$ cat config.mk
export PLATFORM = sky130hd
export DESIGN_NAME = trpd_front
export DESIGN_NICKNAME = d
export VERILOG_FILES = /design/src/rtl/trpd_pkg.sv /design/src/rtl/trpd_front.sv
export SDC_FILE = /design/constraint.sdc
export NUM_CORES = 1
export LEC_CHECK = 0
export ABC_AREA = 1
export BUFFER_PORTS_ARGS = -buffer_cell sky130_fd_sc_hd__buf_4
export CELL_PAD_IN_SITES_DETAIL_PLACEMENT = 1
export CELL_PAD_IN_SITES_GLOBAL_PLACEMENT = 2
export CORE_ASPECT_RATIO = 1.75
export CORE_MARGIN = 2
export CORE_UTILIZATION = 24
export CTS_CLUSTER_DIAMETER = 50
export DETAILED_ROUTE_END_ITERATION = 10
export PLACE_DENSITY = 0.84
export SYNTH_ARGS = -nofsm -noshare
export SYNTH_HDL_FRONTEND = slang
export SYNTH_SLANG_ARGS = --single-unit
export TNS_END_PERCENT = 100
$ cat constraint.sdc
create_clock -name clock -period 8.93 [get_ports clock]
set_clock_uncertainty 0.2 [all_clocks]
set_input_delay 2.679 -clock clock [delete_from_list [all_inputs] [get_ports clock]]
set_output_delay 2.679 -clock clock [all_outputs]
set_load 0.005 [all_outputs]
$ cat src/rtl/trpd_pkg.sv
package trpd_pkg;

   localparam int PALETTE_DEPTH_DEFAULT = 256;

   localparam logic [2:0] CSR_RLE_ENABLE        = 3'd0;
   localparam logic [2:0] CSR_PIXEL_FORMAT      = 3'd1;
   localparam logic [2:0] CSR_BYTES_PER_PIXEL   = 3'd2;
   localparam logic [2:0] CSR_PALETTE_FIRST     = 3'd3;
   localparam logic [2:0] CSR_PALETTE_LENGTH    = 3'd4;
   localparam logic [2:0] CSR_PALETTE_HAS_ALPHA = 3'd5;
   localparam logic [2:0] CSR_PIXEL_TOTAL       = 3'd6;

   localparam logic FUNC_DATA    = 1'b0;
   localparam logic FUNC_PALETTE = 1'b1;

   localparam logic [1:0] FMT_TRUECOLOR = 2'd0;
   localparam logic [1:0] FMT_GRAYSCALE = 2'd1;
   localparam logic [1:0] FMT_PALETTE   = 2'd2;

   localparam logic ERR_NONE    = 1'b0;
   localparam logic ERR_PALETTE = 1'b1;

   localparam logic [6:0] RUN_LENGTH_MASK = 7'h7f;
   localparam logic [7:0] ALPHA_OPAQUE    = 8'd255;

   typedef struct packed {
      logic        rle_enable;
      logic [1:0]  pixel_format;
      logic [2:0]  bytes_per_pixel;
      logic [15:0] palette_first;
      logic [8:0]  palette_length;
      logic        palette_has_alpha;
      logic [31:0] pixel_total;
   } trpd_cfg_type;

   // A palette write carries its entry in data and its index in tag; a pixel
   // carries its stored bytes in data and its run length in tag.
   typedef struct packed {
      logic        is_write;
      logic [31:0] data;
      logic [7:0]  tag;
   } trpd_item_type;

endpackage

$ cat src/rtl/trpd_front.sv
module trpd_front (
   input  logic                    clock,
   input  logic                    reset,
   input  trpd_pkg::trpd_cfg_type  cfg,
   input  logic                    req_valid,
   output logic                    req_ready,
   input  logic                    func,
   input  logic [7:0]              data_byte,
   input  logic [7:0]              entry_index,
   input  logic [31:0]             entry_rgba,
   input  logic                    queue_full,
   output logic                    push,
   output trpd_pkg::trpd_item_type push_item
);
   import trpd_pkg::*;

   typedef enum logic [1:0] {
      PH_HEADER,
      PH_REPEAT,
      PH_LITERAL
   } phase_type;

   phase_type   phase_ff, phase_in;
   logic [7:0]  remain_ff, remain_in;
   logic [31:0] bytes_ff, bytes_in;
   logic [1:0]  pos_ff, pos_in;

   logic        accept;
   logic [2:0]  eff_bpp;
   logic [31:0] bytes_new;
   logic        last_byte;

   assign req_ready = !queue_full;
   assign accept    = req_valid && !queue_full;
   assign bytes_new = bytes_ff | (32'(data_byte) << {pos_ff, 3'b000});
   assign last_byte = ({1'b0, pos_ff} + 3'd1) >= eff_bpp;

   always_comb begin
      case (cfg.bytes_per_pixel)
         3'd0:                 eff_bpp = 3'd1;
         3'd1, 3'd2, 3'd3:     eff_bpp = cfg.bytes_per_pixel;
         default:              eff_bpp = 3'd4;
      endcase
   end

   always_comb begin
      phase_in  = phase_ff;
      remain_in = remain_ff;
      bytes_in  = bytes_ff;
      pos_in    = pos_ff;
      push      = 1'b0;
      push_item = '{is_write: 1'b1, data: entry_rgba, tag: entry_index};
      if (accept) begin
         if (func == FUNC_PALETTE) begin
            push = 1'b1;
         end else if (cfg.rle_enable && phase_ff == PH_HEADER) begin
            remain_in = {1'b0, data_byte[6:0] & RUN_LENGTH_MASK};
            phase_in  = data_byte[7] ? PH_REPEAT : PH_LITERAL;
         end else if (!last_byte) begin
            bytes_in = bytes_new;
            pos_in   = pos_ff + 2'd1;
         end else begin
            push      = 1'b1;
            bytes_in  = '0;
            pos_in    = '0;
            push_item = '{is_write: 1'b0, data: bytes_new, tag: 8'd1};
            if (cfg.rle_enable) begin
               if (phase_ff == PH_REPEAT) begin
                  push_item.tag = remain_ff + 8'd1;
                  remain_in     = '0;
                  phase_in      = PH_HEADER;
               end else if (remain_ff == 8'd0) begin
                  phase_in = PH_HEADER;
               end else begin
                  remain_in = remain_ff - 8'd1;
               end
            end
         end
      end
   end

   always_ff @(posedge clock) begin
      if (reset) begin
         phase_ff  <= PH_HEADER;
         remain_ff <= '0;
         bytes_ff  <= '0;
         pos_ff    <= '0;
      end else begin
         phase_ff  <= phase_in;
         remain_ff <= remain_in;
         bytes_ff  <= bytes_in;
         pos_ff    <= pos_in;
      end
   end

`ifndef SYNTHESIS
   a_run_needs_rle : assert property (@(posedge clock) disable iff (reset)
      (push && !push_item.is_write && push_item.tag != 8'd1) |-> cfg.rle_enable)
      else $error("repeat run produced outside run-length mode");
`endif

endmodule

==> key figures <==
Global routing
  – GR peak layer: met2
  – Remaining Overflow, GRT: 0
  – Global-route wire length before repair: 17,000 µm
  – Met2 Use GR: 29.8%
  – Vias in the first global route: 3,555
  – Initial antenna violation count: 0
  – Gr usage total: 15.2%
  – M3 GR Usage: 2.92%
  – Met1 GRT Util: 15.1%
  – Largest net degree at the start of global routing: 68

Placement
  – DP Area: 3880 µm²
  – GP Congestion: 0.845
  – Inst Count DP: 728
  – Port buffer count: 99
  – Post-DP HPWL: 8060 µm

Route
  – Starting DRT DRC Count: 90
  – Avg Vias per Cell: 4.62
  – Post-DR wirelength/cell: 14.3 µm
  – Final WL: 10,500 µm
  – Vias: 3,402
  – First-pass DRT Iterations: 4
  – Post-DRT Antenna Nets: 0
  – Remaining DRCs: 0

Floorplan
  – Row count: 54
  – Die area: 13,800 µm²
  – Height of the die: 154 µm
  – Initial Util: 24.7%
  – Die width: 89.8 µm
  – Core area: 12,500 µm²
  – Ports: 160

Clocking
  – Total number of clock tree sinks: 44
  – CTS H-tree lvls: 2
  – Hold Buf Count CTS: 0
  – Setup repair bufs after CTS: 0
  – Root buf cell: clkbuf_16
  – Clk slew on worst S/H paths: 0.06 ns
  – Cts repair resizes: 0
  – CTS max path bufs: 2
  – Total CTS buffers: 5
  – TritonCTS clock tree: yes
  – Worst-Skew Late Latency: 0.29 ns

Logic synthesis
  – #FFs+latches synth: 44
  – Cell variety after synth: 33
  – Cell Area, Synth: 3090 µm²
  – Post-Synthesis Cells: 483
  – Most area-consuming cells after synthesis: dfxtp_1 (28%), inv_1 (11%), nand3_1 (9.4%)
  – Top-area cell type share of the netlist area: 28.5%
  – YS warnings: 0
  – Sequential area share after synthesis: 28.5%
  – Synthesized Nets: 607
  – Mean Syn Cell Area: 6.40 µm²
  – Cell taking the most area after synthesis: dfxtp_1

STA
  – Final Setup Violations: 0
  – Fmax: 0.130 GHz
  – Setup TNS: 0 ns
  – Max_slew headroom: 34.1%
  – Final hold violation count: 0
  – Period minus WS final: 7.69 ns
  – Unrepaired setup endpoints after global routing: false
  – Worst-Margin Slew: 0.987 ns
  – Fin crit share: 86.1%
  – Max-slew violations: 0

Layout
  – Area of the multi-input gates: 1690 µm²
  – Share of cells above drive strength 1: 26.6%
  – Post-route insts no fill: 736
  – Sequential Area: 881 µm²
  – Final instance area: 4040 µm²
  – Layout fillers: 1,605
  – Diode count: 0
  – Fin util: 32.3%
  – Nets: 691
  – Synth-to-Final Area Change: 30.5%

Critical path
  – Crit end category: primary output
  – Crit path from: cfg[60]
  – Critical path's largest stage delay: 0.49 ns
  – CP most frequent cell: nand2_1
  – CP top delay family: buffers and inverters
  – WP buf/inv: 6
  – Arr. time, crit path: 4.81 ns
  – Required @ worst endpoint: 6.05 ns
  – Worst R2R Path Depth: 9
  – Slowest-stage cell, CP: inv_4
  – Worst R2R Start: pos_ff[1]
  – RR Endpoint: bytes_ff[21]
  – Crit Path Class: in2out
  – Top fanout value on the critical path: 67
  – Type of origin of the critical path: primary input
  – Reg2Reg Setup Slack: 5.92 ns
  – CP Cell Sequence: buf_4 -> inv_1 -> nand2_1 -> ha_1 -> nand2_1 -> inv_1 -> nand2_1 -> nand2_1 -> nand2_4 -> inv_4 -> nand2_2 -> inv_1 -> nand3_1 -> nand2_1 -> buf_4

Min path
  – Worst hold path depth: 2
  – HP Start: bytes_ff[12]
  – Hold Crit Class: reg2reg
  – Endpoint, Worst Hold: bytes_ff[12]

Power
  – Tot Pwr: 490 µW
  – Max IR drop VDD: 69.9 µV
  – P per Cell Area: 121 nW/µm²
  – LEAKAGE: 1.82 nW

Job
  – Max Cap Violations: 0

Run status
  – Status: completed
==> power by group <==
part	total [mW]	switching, mW	internal [mW]
Sequential	0.201	0.00284	0.199
Clock	0.194	0.0820	0.112
Combinational	0.0948	0.0491	0.0457
==> final cells by class <==
class                           count  share of cell area, %
Clock buffer                        7                   3.53
Clock inverter                      1                  0.186
Inverter                           96                   9.05
Multi-Input combinational cell    321                   41.8
Sequential cell                    44                   21.8
Tap cell                          168                   5.21
Timing Repair Buffer               99                   18.4
==> cell usage after synthesis <==
| library cell | count |
|---|---|
| dfxtp_1 | 44 |
| buf_2 | 6 |
| inv_4 | 2 |
| xor2_1 | 1 |
| nand4_2 | 1 |
| a21oi_1 | 32 |
| nand3b_1 | 1 |
| a21oi_2 | 6 |
| o21ai_0 | 36 |
| inv_2 | 1 |
| ha_1 | 7 |
| clkbuf_1 | 6 |
| nand2_4 | 4 |
| nor2_4 | 1 |
| nand3_2 | 9 |
| o22ai_2 | 1 |
| nor2_2 | 1 |
| inv_1 | 93 |
| nand3_1 | 58 |
| nand2_1 | 73 |
| buf_8 | 1 |
| buf_1 | 1 |
| or2_2 | 17 |
| nand2_2 | 2 |
| o22ai_1 | 3 |
| a22oi_1 | 1 |
| xnor2_1 | 1 |
| buf_6 | 8 |
| o21ai_1 | 7 |
| nor2_1 | 42 |
| a211oi_1 | 1 |
| or2_1 | 10 |
| nor3_1 | 6 |
==> worst register-to-register path: stages (launching register included) <==
cell,delay [ns]
dfxtp_1,0.97
ha_1,0.43
ha_1,0.31
nand2_1,0.06
inv_1,0.04
nand2_1,0.07
nand2_1,0.16
nand2_4,0.21
nand2_4,0.26
a21oi_1,0.24
==> layout by cell type, fill, tap and decap left out, types with 5 or more instances in the layout <==
cell type and instances:
buf_4 99, inv_1 93, nand2_1 73, nand3_1 58, dfxtp_1 44, nor2_1 42
o21ai_0 36, a21oi_1 32, or2_2 17, or2_1 10, nand3_2 9, o21ai_1 7
ha_1 7, nor3_1 6, a21oi_2 6, clkbuf_16 5
==> per-layer routing <==
metal	wire, µm	part of all wire (%)
met5	0	0
met4	327	3.1
met3	347	3.3
met2	5900	56
met1	3970	38
==> state kept, by name, indices dropped and copies added, names as in the netlist <==
register and flops:
bytes_ff 32, remain_ff 8, phase_ff 2, pos_ff 2
==> through the flow <==
step	setup WS (ns)	hold WS (ns)
final	1.24	0.250
after global routing	0.961	0.274
after CTS	1.21	0.255
after detailed placement	1.21	0.245
after global placement	1.26	0.234
after floorplan	2.18	0.223
==> worst max-delay path by stage <==
stage / to / slack [ns] / cells after the start
2_1_floorplan: push_item[28] / 2.18 / 14
3_3_place_gp: push_item[12] / 1.26 / 14
3_5_place_dp: push_item[6] / 1.21 / 15
4_1_cts: push_item[6] / 1.21 / 15
5_1_grt: push_item[12] / 0.96 / 14
6_report: push_item[6] / 1.24 / 15
==> cells by family after synthesis <==
kind of cell / count (synthesis) / share of synthesized area, %
compound gates: 87 / 15.3
xor+xnor: 2 / 0.566
fa+ha+maj: 7 / 2.83
buf+inv: 118 / 17.0
flops: 44 / 28.5
simple gates: 225 / 35.8
(Power assumes the default switching activity.)
