**src/rtl/trpd_pkg.sv**
```systemverilog
package trpd_pkg;

   localparam int PALETTE_DEPTH_DEFAULT = 256;

   localparam logic [2:0] CSR_RLE_ENABLE        = 3'd0;
   localparam logic [2:0] CSR_PIXEL_FORMAT      = 3'd1;
   localparam logic [2:0] CSR_BYTES_PER_PIXEL   = 3'd2;
   localparam logic [2:0] CSR_PALETTE_FIRST     = 3'd3;
   localparam logic [2:0] CSR_PALETTE_LENGTH    = 3'd4;
   localparam logic [2:0] CSR_PALETTE_HAS_ALPHA = 3'd5;
   localparam logic [2:0] CSR_PIXEL_TOTAL       = 3'd6;

   localparam logic FUNC_DATA    = 1'b0;
   localparam logic FUNC_PALETTE = 1'b1;

   localparam logic [1:0] FMT_TRUECOLOR = 2'd0;
   localparam logic [1:0] FMT_GRAYSCALE = 2'd1;
   localparam logic [1:0] FMT_PALETTE   = 2'd2;

   localparam logic ERR_NONE    = 1'b0;
   localparam logic ERR_PALETTE = 1'b1;

   localparam logic [6:0] RUN_LENGTH_MASK = 7'h7f;
   localparam logic [7:0] ALPHA_OPAQUE    = 8'd255;

   typedef struct packed {
      logic        rle_enable;
      logic [1:0]  pixel_format;
      logic [2:0]  bytes_per_pixel;
      logic [15:0] palette_first;
      logic [8:0]  palette_length;
      logic        palette_has_alpha;
      logic [31:0] pixel_total;
   } trpd_cfg_type;

   // A palette write carries its entry in data and its index in tag; a pixel
   // carries its stored bytes in data and its run length in tag.
   typedef struct packed {
      logic        is_write;
      logic [31:0] data;
      logic [7:0]  tag;
   } trpd_item_type;

endpackage

```
**src/rtl/trpd_queue.sv**
```systemverilog
module trpd_queue (
   input  logic                    clock,
   input  logic                    reset,
   input  logic                    push,
   input  trpd_pkg::trpd_item_type push_item,
   output logic                    full,
   input  logic                    pop,
   output logic                    out_valid,
   output trpd_pkg::trpd_item_type out_item
);
   import trpd_pkg::*;

   localparam int DEPTH = 2;

   trpd_item_type entries_ff [DEPTH];
   logic          wr_ptr_ff, wr_ptr_in;
   logic          rd_ptr_ff, rd_ptr_in;
   logic [1:0]    count_ff, count_in;

   assign full      = count_ff == 2'(DEPTH);
   assign out_valid = count_ff != 2'd0;
   assign out_item  = entries_ff[rd_ptr_ff];

   always_comb begin
      wr_ptr_in = push ? !wr_ptr_ff : wr_ptr_ff;
      rd_ptr_in = pop ? !rd_ptr_ff : rd_ptr_ff;
      count_in  = count_ff + 2'(push) - 2'(pop);
   end

   always_ff @(posedge clock) begin
      if (reset) begin
         wr_ptr_ff <= 1'b0;
         rd_ptr_ff <= 1'b0;
         count_ff  <= '0;
      end else begin
         wr_ptr_ff <= wr_ptr_in;
         rd_ptr_ff <= rd_ptr_in;
         count_ff  <= count_in;
      end
      if (push) begin
         entries_ff[wr_ptr_ff] <= push_item;
      end
   end

`ifndef SYNTHESIS
   a_no_overflow : assert property (@(posedge clock) disable iff (reset)
      !(push && full && !pop) && !(pop && !out_valid))
      else $error("queue pushed when full or popped when empty");
`endif

endmodule

```
**config.mk**
```make
export PLATFORM = sky130hd
export DESIGN_NAME = trpd_queue
export DESIGN_NICKNAME = d
export VERILOG_FILES = /design/src/rtl/trpd_pkg.sv /design/src/rtl/trpd_queue.sv
export SDC_FILE = /design/constraint.sdc
export NUM_CORES = 1
export LEC_CHECK = 0
export ABC_AREA = 1
export ABC_CLOCK_PERIOD_IN_PS = 4900
export CORE_MARGIN = 3
export CORE_UTILIZATION = 35
export CTS_CLUSTER_SIZE = 28
export DETAILED_ROUTE_END_ITERATION = 8
export DONT_BUFFER_PORTS = 1
export GPL_ROUTABILITY_DRIVEN = 0
export GPL_TIMING_DRIVEN = 0
export HOLD_SLACK_MARGIN = 0.08
export PLACE_DENSITY_LB_ADDON = 0.3
export REMOVE_ABC_BUFFERS = 1
export SLEW_MARGIN = 20
export SYNTH_ARGS = -nofsm -noshare
export SYNTH_HDL_FRONTEND = slang
export SYNTH_SLANG_ARGS = --single-unit
export TNS_END_PERCENT = 30
```
**constraint.sdc**
```tcl
create_clock -name clock -period 4.9 [get_ports clock]
set_input_delay 0.49 -clock clock [delete_from_list [all_inputs] [get_ports clock]]
set_output_delay 0.49 -clock clock [all_outputs]
set_load 0.01 [all_outputs]
```
==> results of run 1 <==
==> report_power, final <==
group,internal (W),switching [W]
Clock,0.000281,0.000223
Combinational,0.0000711,0.0000650
Sequential,0.000859,0.0000292
==> cells by family after synthesis <==
logic type	synth area share, %
compound gates	0.148
simple gates	1.62
flops	75.6
xor+xnor	0.258
buf+inv	3.58
fa+ha+maj	0.738
mux	18.1
==> worst register-to-register path: stages, from the launching register on <==
cell and delay (ns):
sky130_fd_sc_hd__dfxtp_1 0.35, sky130_fd_sc_hd__nor2_4 0.52, sky130_fd_sc_hd__buf_16 0.25
==> worst max path at each step <==
stage,cells past startpoint,slack (ns),endpoint,start
after floorplan,2,2.21,entries_ff[0][0]$_DFFE_PP_,push
after global placement,2,1.45,entries_ff[0][13]$_DFFE_PP_,push
after detailed placement,1,3.09,out_item[40],flop
after CTS,1,2.70,out_item[40],flop
after global routing,1,2.64,out_item[40],flop
final,1,2.77,out_item[40],flop
==> through the flow <==
stage	hold WS (ns)	util (%)	setup WS [ns]
final	0.210	39.9	2.77
after global routing	0.176	39.9	2.64
after CTS	0.186	39.9	2.70
after detailed placement	0.522	37.8	3.09
after global placement	0.493	37.1	1.45
after floorplan	0.480	-	2.21
==> area by class of cell <==
type / instances / area (um2)
Fill cell: 842 / 5600
Sequential cell: 87 / 2570
Multi-Input combinational cell: 59 / 713
Tap cell: 129 / 161
Clock buffer: 10 / 128
Clock inverter: 4 / 72.6
Timing Repair Buffer: 2 / 55.1
Inverter: 8 / 30.0
==> Yosys cell counts <==
master	number	share of area [%]
sky130_fd_sc_hd__a21oi_1	1	0.15
sky130_fd_sc_hd__buf_12	4	2.4
sky130_fd_sc_hd__buf_6	1	0.33
sky130_fd_sc_hd__dfxtp_1	5	3.0
sky130_fd_sc_hd__edfxtp_1	82	73
sky130_fd_sc_hd__ha_1	2	0.74
sky130_fd_sc_hd__inv_1	8	0.89
sky130_fd_sc_hd__mux2_2	1	0.33
sky130_fd_sc_hd__mux2_4	40	18
sky130_fd_sc_hd__nand2_1	5	0.55
sky130_fd_sc_hd__nand3_1	1	0.15
sky130_fd_sc_hd__nor2_1	7	0.78
sky130_fd_sc_hd__nor3_1	1	0.15
sky130_fd_sc_hd__xnor2_1	1	0.26
==> flip-flops by register name (all words and copies together), names as in the netlist, named ones only <==
register	flops
count_ff	2
entries_ff	82
rd_ptr_ff	1
wr_ptr_ff	1
==> cells in the final DEF, fill, tap and decap left out, types with 2 or more instances in the layout <==
cell type | netlist | routed
sky130_fd_sc_hd__inv_1 | 8 | 7
sky130_fd_sc_hd__nor2_1 | 7 | 6
sky130_fd_sc_hd__nand2_1 | 5 | 5
sky130_fd_sc_hd__dfxtp_1 | 5 | 4
sky130_fd_sc_hd__bufinv_16 | 0 | 2
sky130_fd_sc_hd__clkbuf_8 | 0 | 9
sky130_fd_sc_hd__mux2_4 | 40 | 40
sky130_fd_sc_hd__edfxtp_1 | 82 | 82
sky130_fd_sc_hd__buf_16 | 0 | 2
sky130_fd_sc_hd__ha_1 | 2 | 2
==> per-layer routing <==
layer / up-vias / wire, um / GRT usage [%]
met5: - / 0 / 0
met4: 0 / 55 / 3.32
met3: 7 / 771 / 7.95
met2: 73 / 2620 / 16.5
met1: 679 / 2030 / 10.5
li1: 612 / - / -
==> impl_metrics.sql, run 1 <==
INSERT INTO impl_metrics (metric_group, metric, value, unit) VALUES
('critical_path', 'start_kind', 'flop', ''),
('synth', 'yosys_warnings', '0', ''),
('layout', 'finalNetCount', '214', ''),
('critical_path', 'cell_breakdown_of_the_critical_path', 'mux2_2', ''),
('clock_network', 'tritoncts.num_buffers', '9', ''),
('sta', 'drv_slew', '0', ''),
('power_and_ir_drop', 'power.leakage', '1.33', 'nW'),
('sta', 'layout_skew', '0.00456', 'ns'),
('power_and_ir_drop', 'peakVddDrop', '0.000153', 'V'),
('routing', 'detailroute.via_count', '1371', ''),
('status', 'result_of_the_run', 'complete, no violations', ''),
('clock_network', 'cts_post_setup_buffers_inserted', '0', ''),
('layout', 'synthToLayoutAreaGrowth', '9.93', '%'),
('critical_path', 'r2r-start', 'wr_ptr_ff$_SDFFE_PP0P_', ''),
('placement', 'placedCellCount', '285', ''),
('sta', 'unrepaired_setup_endpoints_after_global_routing', 'no', ''),
('clock_network', 'post_cts_hold_buffer_count', '0', ''),
('routing', 'post-route-drc-count', '0', ''),
('critical_path', 'timing.rr.end', 'entries_ff[0][31]$_DFFE_PP_', ''),
('critical_path', 'worstRegToRegCells', '2', ''),
('critical_path', 'worst_ep_arrival_time', '1.64', 'ns'),
('floorplan', 'io-pin-count', '88', ''),
('critical_path', 'critical_path_s_largest_stage_delay', '0.85', 'ns'),
('power_and_ir_drop', 'p_per_area', '410', 'mW/mm2'),
('sta', 'max_slew_margin', '48.7', '%'),
('sta', 'worst_slew_pin_slew', '0.769', 'ns'),
('synth', 'postSynthCellCount', '159', ''),
('clock_network', 'clock_tree.htree_level_count', '3', ''),
('routing', 'routedWlPerCell', '18.3', 'um'),
('sta', 'final.setup.tns', '0', 'ns'),
('floorplan', 'fp-row-count', '35', ''),
('layout', 'final_cell_area', '0.00373', 'mm2'),
('floorplan', 'die_height', '104', 'um'),
('clock_network', 'ctsRootBufferMaster', 'sky130_fd_sc_hd__clkbuf_8', ''),
('routing', 'routed_via_density', '4.59', ''),
('layout', 'final_layout_size_suffix_gt1_share', '34.7', '%'),
('clock_network', 'cts.reportedPaths.clkPinSlew', '0.07', 'ns'),
('global_routing', 'grt.total_usage', '10.4', '%'),
('routing', 'routed_wirelength', '5480', 'um'),
('clock_network', 'cts_sinks', '87', ''),
('clock_network', 'cts_tree', 'yes', ''),
('synth', 'ys_types', '14', ''),
('hold_path', 'worst_hold_start', 'reset', ''),
('synth', 'synth.yosys.seq_area_share', '75.6', '%'),
('routing', 'ant_nets', '0', ''),
('global_routing', 'grt_first_pass_wirelength', '8420', 'um'),
('global_routing', 'grt_overflow_total', '0', ''),
('floorplan', 'die_x', '104', 'um'),
('sta', 'period_minus_slack', '2.13', 'ns'),
('critical_path', 'worstPathBufferInverterCount', '0', ''),
('floorplan', 'floorplan.die_area', '0.0109', 'mm2'),
('critical_path', 'critPathSlowestCell', 'sky130_fd_sc_hd__dfxtp_4', ''),
('routing', 'first_pass_iters', '5', ''),
('critical_path', 'reg2reg_slack', '3.48', 'ns'),
('power_and_ir_drop', 'p_total', '0.00153', 'W'),
('sta', 'fmaxAchievable', '470', 'MHz'),
('placement', 'placed_cell_area', '0.00353', 'mm2'),
('critical_path', 'timing.setup.critical_path_class', 'flop to output pin', ''),
('placement', 'io_buffers', '0', ''),
('synth', 'register_bit_total_from_synthesis', '87', ''),
('clock_network', 'cts_resized', '0', ''),
('synth', 'synth.cell_area', '0.00339', 'mm2'),
('layout', 'layout.cells.non_filler', '299', ''),
('critical_path', 'timing.critical_path.fanout_max', '41', ''),
('critical_path', 'setup.worst_path.end_class', 'output pin', ''),
('clock_network', 'worstSkewPairLatency', '0.33', 'ns'),
('global_routing', 'grt_antenna_before_repair', '0', ''),
('clock_network', 'clk_path_buf_depth', '2', ''),
('run', 'max_cap_violations', '0', ''),
('critical_path', 'path_delay_family', 'flip-flops', ''),
('floorplan', 'placeableCoreArea', '0.00933', 'mm2'),
('sta', 'final-hold-violation-count', '0', ''),
('routing', 'initialDrtViolationCount', '33', ''),
('synth', 'syn-mean-instance-area', '21.3', 'um2'),
('hold_path', 'worstHoldPathType', 'input port to flop', ''),
('sta', 'post-route-period-util', '43.4', '%'),
('global_routing', 'grt_start_max_net_pins', '42', ''),
('critical_path', 'critPathRequiredTime', '4.41', 'ns'),
('sta', 'setup_viol_count_final', '0', ''),
('hold_path', 'hold-path-cell-count', '1', ''),
('layout', 'antenna_cells', '0', ''),
('global_routing', 'grt_pass1_vias', '1576', ''),
('floorplan', 'initial_utilization', '36.3', '%');
No activity file was read; power rests on OpenSTA's default activity.
==> run 2, diff against run 1 <==
ABC_CLOCK_PERIOD_IN_PS = 1900   (was 4900)
clock period = 1.9 ns   (was 4.9 ns; I/O delays follow)
==> run 2 against run 1 <==
Against the previous run: clock power grew to 2.6 times the previous value; clock-buffer cell count stayed put; largest cell class unchanged; via count is 13% higher; critical path type unchanged; sequential cell count stayed put; combinational power grew to 3.5 times the previous value; register-to-register slack worse by 3.0 ns.
==> impl_metrics.sql, run 2 (synthesis gave the netlist of run 1 again) <==
INSERT INTO impl_metrics (metric_group, metric, value, unit) VALUES
('power_and_ir_drop', 'p_per_area', '966', 'mW/mm2'),
('sta', 'post-route-period-util', '95.4', '%'),
('critical_path', 'critPathSlowestCell', 'sky130_fd_sc_hd__dfxtp_4', ''),
('layout', 'synthToLayoutAreaGrowth', '23.8', '%'),
('critical_path', 'timing.setup.critical_path_class', 'flop to output pin', ''),
('routing', 'routedWlPerCell', '17.5', 'um'),
('power_and_ir_drop', 'p_total', '0.00405', 'W'),
('routing', 'ant_nets', '0', ''),
('routing', 'routed_wirelength', '6040', 'um'),
('critical_path', 'start_kind', 'flop', ''),
('floorplan', 'floorplan.die_area', '0.0109', 'mm2'),
('layout', 'multi_input_area', '713', 'um2'),
('floorplan', 'die_x', '104', 'um'),
('floorplan', 'fp-row-count', '35', ''),
('layout', 'largest_register_ffs', '82', ''),
('global_routing', 'grt_overflow_total', '0', ''),
('clock_network', 'cts.reportedPaths.clkPinSlew', '0.08', 'ns'),
('routing', 'routed_via_density', '4.49', ''),
('critical_path', 'critPathRequiredTime', '1.71', 'ns'),
('clock_network', 'tritoncts.num_buffers', '9', ''),
('clock_network', 'clk_path_buf_depth', '2', ''),
('sta', 'unrepaired_setup_endpoints_after_global_routing', 'yes', ''),
('critical_path', 'timing.critical_path.fanout_max', '22', ''),
('global_routing', 'grt.total_usage', '10.9', '%'),
('routing', 'detailroute.via_count', '1550', ''),
('placement', 'io_buffers', '0', ''),
('routing', 'post-route-drc-count', '0', ''),
('clock_network', 'clock_tree.htree_level_count', '3', ''),
('critical_path', 'setup.worst_path.end_class', 'output pin', ''),
('sta', 'period_minus_slack', '1.81', 'ns'),
('critical_path', 'critical_path_s_largest_stage_delay', '0.65', 'ns'),
('hold_path', 'worstHoldPathType', 'input port to flop', ''),
('floorplan', 'io-pin-count', '88', ''),
('layout', 'final_common_cell', 'sky130_fd_sc_hd__edfxtp_1', ''),
('sta', 'fmaxAchievable', '552', 'MHz'),
('floorplan', 'initial_utilization', '36.3', '%'),
('global_routing', 'grt_start_max_net_pins', '42', ''),
('routing', 'initialDrtViolationCount', '39', ''),
('sta', 'max_slew_margin', '58.9', '%'),
('clock_network', 'cts_tree', 'yes', ''),
('status', 'result_of_the_run', 'complete, no violations', ''),
('floorplan', 'die_height', '104', 'um'),
('global_routing', 'grt_first_pass_wirelength', '9070', 'um'),
('global_routing', 'grt_antenna_before_repair', '0', ''),
('sta', 'setup_viol_count_final', '0', ''),
('clock_network', 'worstSkewPairLatency', '0.33', 'ns'),
('power_and_ir_drop', 'peakVddDrop', '0.000394', 'V'),
('layout', 'seqCellArea', '0.00257', 'mm2'),
('sta', 'layout_skew', '0.00551', 'ns'),
('layout', 'final_cell_mix', 'sky130_fd_sc_hd__edfxtp_1 (82), sky130_fd_sc_hd__dlygate4sd3_1 (45), sky130_fd_sc_hd__mux2_4 (40)', ''),
('layout', 'max_flop_register', 'entries_ff', ''),
('routing', 'first_pass_iters', '4', ''),
('layout', 'final_layout_size_suffix_gt1_share', '27.8', '%'),
('layout', 'top_registers', 'entries_ff x82, count_ff x2', ''),
('layout', 'layout.filler_cells', '804', ''),
('clock_network', 'cts_sinks', '87', ''),
('layout', 'final_cell_area', '0.00420', 'mm2'),
('sta', 'drv_slew', '0', ''),
('clock_network', 'ctsRootBufferMaster', 'sky130_fd_sc_hd__clkbuf_8', ''),
('power_and_ir_drop', 'power.leakage', '1.52', 'nW'),
('sta', 'worst_slew_pin_slew', '0.616', 'ns'),
('run', 'max_cap_violations', '0', ''),
('layout', 'antenna_cells', '0', ''),
('critical_path', 'worst_ep_arrival_time', '1.62', 'ns'),
('sta', 'final-hold-violation-count', '0', ''),
('floorplan', 'placeableCoreArea', '0.00933', 'mm2'),
('layout', 'finalNetCount', '260', ''),
('critical_path', 'cell_breakdown_of_the_critical_path', 'buf_12, mux2_4', ''),
('global_routing', 'grt_pass1_vias', '1732', ''),
('placement', 'placed_cell_area', '0.00353', 'mm2');
-- run 2: through the flow --
stage | hold slack [ns] | utilization (%) | setup TNS (ns) | std cells | setup slack [ns]
5_1_grt | 0.111 | 45.0 | -0.0436 | 345 | -0.00613
2_1_floorplan | 0.261 | - | -38.78 | 154 | -0.588
3_5_place_dp | 0.257 | 37.8 | 0 | 285 | 0.391
3_3_place_gp | 0.263 | 37.1 | -88.80 | 283 | -1.34
4_1_cts | 0.0934 | 44.8 | 0 | 344 | 0.00305
6_report | 0.131 | 45.0 | 0 | 345 | 0.0881
-- run 2: worst paths after layout --
check / from / endpoint / slack [ns] / cells after the start
worst max-delay path: flop / out_item[14] / 0.09 / 2
worst min-delay path: push / count_ff[0]$_SDFF_PP0_ / 0.13 / 3
worst max register to register: wr_ptr_ff$_SDFFE_PP0P_ / entries_ff[0][0]$_DFFE_PP_ / 0.48 / 2
worst min register to register: rd_ptr_ff$_SDFFE_PP0P_ / rd_ptr_ff$_SDFFE_PP0P_ / 0.54 / 2
-- run 2: timing repair --
action	4_1_cts	5_1_grt
hold buffers	45	0
hold endpoints to repair	87	0
endpoints found under the setup margin	0	1
setup buffers	0	1
resized for setup	0	0
-- run 2: area by class of cell --
type,count,area share (%)
Clock buffer,10,3.04
Clock inverter,4,1.73
Inverter,8,0.716
Multi-Input combinational cell,59,17.0
Sequential cell,87,61.2
Tap cell,129,3.85
Timing Repair Buffer,48,12.5
-- run 2: metal layers --
metal	vias up	wire length, um	global-route usage (%)
met5	-	0	0
met4	0	92	3.32
met3	10	556	6.02
met2	76	2960	17.4
met1	759	2430	12.6
li1	705	-	-
-- run 2: worst max-delay path, delay by kind of cell (launching register included) --
family	cells	cell delay, ns
DFF	1	0.65
muxes	1	0.34
buffers and inverters	1	0.28
-- run 2: where the power goes --
| part | leakage [nW] | internal, W | total [W] | switching [W] |
|---|---|---|---|---|
| combinational | 0.614 | 0.000253 | 0.000477 | 0.000224 |
| sequential | 0.812 | 0.00221 | 0.00227 | 0.0000579 |
| clock | 0.0982 | 0.000724 | 0.00130 | 0.000580 |
